===== config.mk =====
export PLATFORM = sky130hd
export DESIGN_NAME = psw_rl_ctrl
export DESIGN_NICKNAME = d
export VERILOG_FILES = /design/src/sv/psw_rl_pkg.sv /design/src/sv/psw_rl_ctrl.sv
export SDC_FILE = /design/constraint.sdc
export NUM_CORES = 1
export LEC_CHECK = 0
export ABC_AREA = 1
export BUFFER_PORTS_ARGS = -buffer_cell sky130_fd_sc_hd__buf_4
export CAP_MARGIN = 20
export CORE_AREA = 2 2 39 41
export DETAILED_ROUTE_END_ITERATION = 10
export DIE_AREA = 0 0 41 43
export HOLD_SLACK_MARGIN = 0.12
export PLACE_DENSITY = 0.37
export SYNTH_ARGS = -nofsm -noshare
export SYNTH_HDL_FRONTEND = slang
export SYNTH_SLANG_ARGS = --single-unit
export TNS_END_PERCENT = 5

===== constraint.sdc =====
create_clock -name clk -period 0.8 [get_ports clk]
set_input_delay 0.08 -clock clk [delete_from_list [all_inputs] [get_ports clk]]
set_output_delay 0.08 -clock clk [all_outputs]
set_load 0.05 [all_outputs]

===== src/sv/psw_rl_pkg.sv =====
// Package for the per-source window rate limiter: word types, request and
// register codes, and the command and status structs between control and datapath.
// No dependencies.
`default_nettype none

package psw_rl_pkg;

    // request codes carried in req_type
    localparam logic REQ_ARRIVAL = 1'b0;
    localparam logic REQ_TICK    = 1'b1;

    // configuration register indexes
    localparam int CFG_IDX_W = 4;
    localparam logic [CFG_IDX_W-1:0] CFG_RATE_LIMIT         = 4'd0;
    localparam logic [CFG_IDX_W-1:0] CFG_ANOMALY_THRESHOLD  = 4'd1;
    localparam logic [CFG_IDX_W-1:0] CFG_RATE_WINDOW_LEN    = 4'd2;
    localparam logic [CFG_IDX_W-1:0] CFG_ANOMALY_WINDOW_LEN = 4'd3;
    localparam int CFG_DATA_W = 32;

    // register reset values
    localparam logic [15:0] RATE_LIMIT_RST         = 16'd10;
    localparam logic [15:0] ANOMALY_THRESHOLD_RST  = 16'd50;
    localparam logic [31:0] RATE_WINDOW_LEN_RST    = 32'd1000;
    localparam logic [31:0] ANOMALY_WINDOW_LEN_RST = 32'd5000;

    // input word
    typedef struct packed {
        logic       req_type;
        logic [7:0] sender_id;
    } in_word_t;

    // result word
    typedef struct packed {
        logic       rate_exceeded;
        logic       anomaly_flag;
        logic [1:0] mitigation_drops;
    } out_word_t;

    // commands from the controller
    typedef struct packed {
        logic capture;   // take input word, start counter read
        logic update;    // apply the word and load the result register
        logic clr_step;  // clear one counter entry of the sweep
    } cmd_t;

    // status back to the controller
    typedef struct packed {
        logic is_tick;     // held word is a tick
        logic window_end;  // this tick ends at least one window
        logic clr_last;    // sweep is at its last entry
        logic out_free;    // result register can take a word this cycle
    } status_t;

endpackage

`default_nettype wire


===== src/sv/psw_rl_ctrl.sv =====
// Controller for the per-source window rate limiter: sequences accept,
// update and counter clearing sweeps. Depends on psw_rl_pkg.
`default_nettype none

module psw_rl_ctrl (
    input  wire                clk,
    input  wire                rst_n,
    input  wire                in_valid,
    output logic               in_stall,
    input  psw_rl_pkg::status_t status,
    output psw_rl_pkg::cmd_t   cmd
);
    import psw_rl_pkg::*;

    localparam logic [1:0] S_CLEAR = 2'd0;
    localparam logic [1:0] S_IDLE  = 2'd1;
    localparam logic [1:0] S_UPD   = 2'd2;

    logic [1:0] state_reg;
    logic [1:0] state_next;

    // next state and commands
    always_comb
    begin
        state_next   = state_reg;
        cmd.capture  = 1'b0;
        cmd.update   = 1'b0;
        cmd.clr_step = 1'b0;
        unique case (state_reg)
            S_CLEAR:
            begin
                cmd.clr_step = 1'b1;
                if (status.clr_last)
                begin
                    state_next = S_IDLE;
                end
            end
            S_IDLE:
            begin
                if (in_valid)
                begin
                    cmd.capture = 1'b1;
                    state_next  = S_UPD;
                end
            end
            S_UPD:
            begin
                if (status.out_free)
                begin
                    cmd.update = 1'b1;
                    if (status.is_tick && status.window_end)
                    begin
                        state_next = S_CLEAR;
                    end
                    else
                    begin
                        state_next = S_IDLE;
                    end
                end
            end
            default:
            begin
                state_next = S_IDLE;
            end
        endcase
    end

    assign in_stall = (state_reg != S_IDLE);

    // state register, sweep after reset
    always_ff @(posedge clk or negedge rst_n)
    begin
        if (!rst_n)
        begin
            state_reg <= S_CLEAR;
        end
        else
        begin
            state_reg <= state_next;
        end
    end

endmodule

`default_nettype wire


==> results of run 1 <==
## worst reg2reg max path, stage by stage (launching register included)
cell	delay, ps
dfrtp_1	370
inv_2	80
buf_4	130
buf_4	120
nor2_1	70
nand2_1	50
nand2_1	50
o21ai_1	50
## stage by stage
step,setup TNS [ps],worst slack (ps)
after floorplan,-903,-272
after global placement,-659,-160
after detailed placement,-668,-161
after CTS,-1510,-347
after global routing,-1990,-380
final,-1630,-326
## cells in the mapped netlist, drive strengths merged
library cell	number	area, um^2
inv	6	22.5
nand2	6	22.5
nor2	3	11.3
dfrtp	2	50.1
nand3	2	10.0
o21ai	2	10.0
nor3	1	5.00
## final cells by class
type / count / area (um^2)
Tap cell: 16 / 20.0
Sequential cell: 2 / 51.3
Fill cell: 168 / 1040
Clock buffer: 4 / 26.3
Inverter: 6 / 22.5
Multi-Input combinational cell: 14 / 92.6
Timing Repair Buffer: 15 / 134
## worst paths after layout
path | depth (start not counted) | slack (ps) | endpoint | start
worst min register to register | 2 | 600 | state_reg[1] | state_reg[1]
worst max register to register | 7 | -250 | state_reg[0] | state_reg[1]
min in group clk | 4 | 160 | state_reg[0] | in_valid
max in group asynchronous | 2 | 540 | state_reg[1] | rst_n
worst min-delay path | 2 | 160 | state_reg[0] | rst_n
worst max-delay path | 4 | -330 | cmd[2] | state_reg[1]
## metal layers
metal / track usage [%] / part of all wire, %
met1: 6.41 / 38
met2: 8.13 / 49
met3: 3.14 / 7.6
met4: 12.0 / 4.7
met5: 0 / 0
## cell usage in the layout, fill, tap and decap left out, drive strengths merged
cell          n
clkbuf        4
dfrtp         2
nand2         6
nor2          3
nor3          1
buf          14
dlygate4sd3   1
nand3         2
o21ai         2
inv           6
## power breakdown
group          switching [mW]  total [mW]  internal [mW]
combinational           0.569        1.00          0.431
clock                  0.0744       0.261          0.186
sequential              0.100       0.257          0.157
## logic make-up after synthesis
kind of cell | share of synthesized area, %
buffers and inverters | 17.1
flip-flops | 38.1
AO/OA/AOI/OAI | 7.61
AND/OR/NAND/NOR | 37.1
## timing repair
item	in CTS	in global routing
setup buffers	1	2
setup endpoints to repair	6	6
pin swaps	2	0
hold endpoints to repair	2	0
hold buffers	1	0
resized for setup	3	2
==> metrics.md, run 1 <==
| Metric | Value |
|---|---|
| Status | finished with violations |
| Failing checks | setup timing |
| CTS tree | done |
| Nets | 49 |
| Reg clk slew, reported paths | 40 ps |
| Initial Utilization | 9.49% |
| Syn Nets | 29 |
| Drt pass-1 iters | 2 |
| Critical path startpoint category | flop |
| Clock buffer depth | 2 |
| Util after Layout | 25.0% |
| Total clock sinks | 2 |
| Placed inst area | 269 um^2 |
| Row count | 14 |
| Mapped Area | 131 um^2 |
| Total CTS buffers | 3 |
| Final min period | 1130 ps |
| RSZ-0062 raised after global routing | yes |
| Die H | 43 um |
| Buffers & Inverters on Critical Path | 2 |
| Crit path cell chain | inv_2 > nand2_4 > nor2_4 > buf_8 |
| Final design area excluding fillers | 347 um^2 |
| P&R area growth vs syn | 164% |
| Post-Synthesis Cells | 22 |
| Crit. End Element | primary output |
| GPL Wtd Cong | 0.638 |
| Number of library cell types mapped by synthesis | 8 |
| Initial antenna violation count | 0 |
| Final Hold Viols | 0 |
| Clock latency on the worst-skew pair | 240 ps |
| Crit path DAT | 1050 ps |
| Slew headroom | 87.1% |
| Critical path class | flop to primary output |
| Worst slew pin tran | 194 ps |
| Port Buffer Count | 10 |
| Register bit total from synthesis | 2 |
| DIE AREA | 1760 um^2 |
| CP max stage delay | 390 ps |
| Global-route wire length before repair | 696 um |
| Drc violations | 0 |
| Largest net degree at the start of global routing | 7 |
| Share of cells above drive strength 1 | 56.1% |
| Maximum fanout along the worst path | 3 |
| Maxcap violations | 0 |
| Crit share post-route | 141% |
| Routed WL per cell | 7.12 um |
| H-tree depth | 1 |
| Ant diodes | 0 |
| Hold WS | 160 ps |
| HP Class | primary input to async pin |
| Antenna viol nets, final | 0 |
| Slew Limit Fails | 0 |
| Final Worst Setup Slack | -326 ps |
| Core Area | 1380 um^2 |
| Final setup fails | 6 |
| Worst vdd ir | 1.40 mV |
| Power Total | 1.52 mW |
| Overflow after GRT | 0 |
| Syn_area_per_cell | 5.97 um^2 |
| Static Leak | 0.187 nW |
| Synth Warn # | 0 |
| # IOs | 11 |
| Register area share after synthesis | 38.1% |
| Largest register FFs | 2 |
| Clock skew | 11.2 ps |
| CP top delay family | flip-flops |
| Die width | 41 um |
| Post-DP HPWL | 288 um |
| Gr usage total | 7.02% |
| WP data required | 720 ps |
| Fmax | 888 MHz |
| CP max-delay cell | dfrtp_1 |
| Initial DRC count | 1 |
| Vias in the first global route | 188 |
| Cell count after placement | 49 |
| WL final | 406 um |
| PD cells | 4380 nW/um^2 |
| Post-route insts no fill | 57 |
| Routed vias | 197 |
| CTS root buf | clkbuf_4 |
| Via/cell ratio | 3.46 |
No activity file was read; power rests on OpenSTA's default activity.
==> run 2, diff against run 1 <==
- GPL_TIMING_DRIVEN: unset -> 0
- PLACE_DENSITY: 0.37 -> 0.36
==> run 2 against run 1 <==
  * The run still ends with setup timing left
  * Total power about the same
  * Via count grew 1.5%
  * Maximum frequency is 1.1% higher
  * Register-to-register slack improved by 40 ps
  * Highest routed layer is now met3
  * Setup slack better by 12 ps
  * Design area down 0.36%
  * Clock skew about the same
  * Largest cell class unchanged
  * Worst hold slack improved by 11 ps
==> metrics.md, run 2 (synthesized netlist as in run 1, its figures left out) <==
| Metric | Value |
|---|---|
| P&R area growth vs syn | 163% |
| Hold WS | 171 ps |
| Worst slew pin tran | 183 ps |
| Largest register FFs | 2 |
| Clock buffer depth | 2 |
| Fmax | 897 MHz |
| Crit path DAT | 1030 ps |
| Fill cells | 158 |
| Port Buffer Count | 10 |
| Critical path class | flop to primary output |
| Register area | 51.3 um^2 |
| Post-DP HPWL | 295 um |
| Crit share post-route | 139% |
| Via/cell ratio | 3.51 |
| Crit. End Element | primary output |
| Row count | 14 |
| Static Leak | 0.185 nW |
| # IOs | 11 |
| Share of cells above drive strength 1 | 58.5% |
| Status | finished with violations |
| Met2 Use GR | 7.81% |
| H-tree depth | 1 |
| Gr usage total | 6.33% |
| DIE AREA | 1760 um^2 |
| GPL Wtd Cong | 0.668 |
| Worst reg2reg setup slack | -210 ps |
| Worst flop-to-flop path startpoint | state_reg[1] |
| Area of the multi-input gates | 95.1 um^2 |
| Routed vias | 200 |
| Maximum fanout along the worst path | 4 |
| WP data required | 720 ps |
| Final Hold Viols | 0 |
| Top Usage Layer GRT | met4 |
| Placed inst area | 262 um^2 |
| Initial antenna violation count | 0 |
| Die width | 41 um |
| Overflow after GRT | 0 |
| Maxcap violations | 0 |
| Core Area | 1380 um^2 |
| Clock skew | 10.8 ps |
| Vias in the first global route | 205 |
| Critical path startpoint category | flop |
| Met1 Use GR | 6.45% |
| Slew headroom | 87.8% |
| Post-Place Worst Slack | -198 ps |
| PD cells | 4400 nW/um^2 |
| GRT met3 Usage | 3.14% |
| RSZ-0062 raised after global routing | yes |
| Failing checks | setup timing |
| Reg2reg end | state_reg[0] |
| Routed WL per cell | 7.75 um |
| Drc violations | 0 |
| Largest net degree at the start of global routing | 6 |
| Global-route wire length before repair | 690 um |
| Initial DRC count | 0 |
| Initial Utilization | 9.49% |
| WL final | 442 um |
| Final Worst Setup Slack | -315 ps |
| Reg2reg path depth | 7 |
| Nets | 49 |
| Drt pass-1 iters | 1 |
| Final setup fails | 6 |
| CTS tree | done |
| Most common cell after layout, fill and taps aside | buf_4 |
| Reg clk slew, reported paths | 40 ps |
| Commonest cells after routing, fill and taps aside | buf_4, inv_1, nand2_1 |
| Setup TNS | -1420 ps |
| Die H | 43 um |
| Clock latency on the worst-skew pair | 230 ps |
| Total CTS buffers | 3 |
| CTS root buf | clkbuf_4 |
| Power Total | 1.52 mW |
| Worst vdd ir | 1.44 mV |
| Final min period | 1110 ps |
| HP Class | primary input to async pin |
| Final design area excluding fillers | 345 um^2 |
| Slew Limit Fails | 0 |
| Total clock sinks | 2 |
| Ant diodes | 0 |
| Antenna viol nets, final | 0 |
-- run 2: what timing repair did --
action / CTS / global route
setup buffers: 3 / 1
hold endpoints to repair: 2 / 0
setup endpoints to repair: 6 / 6
gates resized for setup: 3 / 2
pin swaps: 2 / 1
hold buffers: 1 / 0
-- run 2: layer usage --
metal  part of all wire, %  vias up
met5                     0        -
met4                     0        0
met3                   8.1        0
met2                    48        9
met1                    43       89
li1                      -      102
-- run 2: worst max path at each step --
stage                         to         start  cells after the start  slack [ps]
after floorplan           cmd[2]  state_reg[1]                      3        -270
after CTS                 cmd[2]  state_reg[1]                      4        -320
after detailed placement  cmd[2]  state_reg[1]                      4        -200
after global placement    cmd[2]  state_reg[1]                      4        -190
after global routing      cmd[2]  state_reg[1]                      4        -360
final                     cmd[2]  state_reg[1]                      4        -310
-- run 2: final cells by class --
cell class | instances | share of cell area [%]
Sequential cell | 2 | 14.9
Tap cell | 16 | 5.80
Multi-Input combinational cell | 14 | 27.5
Inverter | 6 | 6.52
Clock buffer | 4 | 7.61
Timing Repair Buffer | 15 | 37.7
-- run 2: where the power goes --
group / internal, mW / total [mW] / switching (mW) / leakage, nW
Sequential: 0.157 / 0.246 / 0.0887 / 0.0233
Clock: 0.186 / 0.250 / 0.0645 / 0.0150
Combinational: 0.419 / 1.02 / 0.603 / 0.147
-- run 2: worst max-delay path, cell delays in order, from the launching register on --
cell and delay [ps]:
dfrtp_1 380, inv_2 110, nand2_4 80, nor2_4 90, buf_6 160
-- run 2: through the flow --
step,instances,utilization (%)
5_1_grt,57,25.0
3_3_place_gp,48,18.9
3_5_place_dp,48,18.9
6_report,57,25.0
2_1_floorplan,22,-
4_1_cts,56,24.0
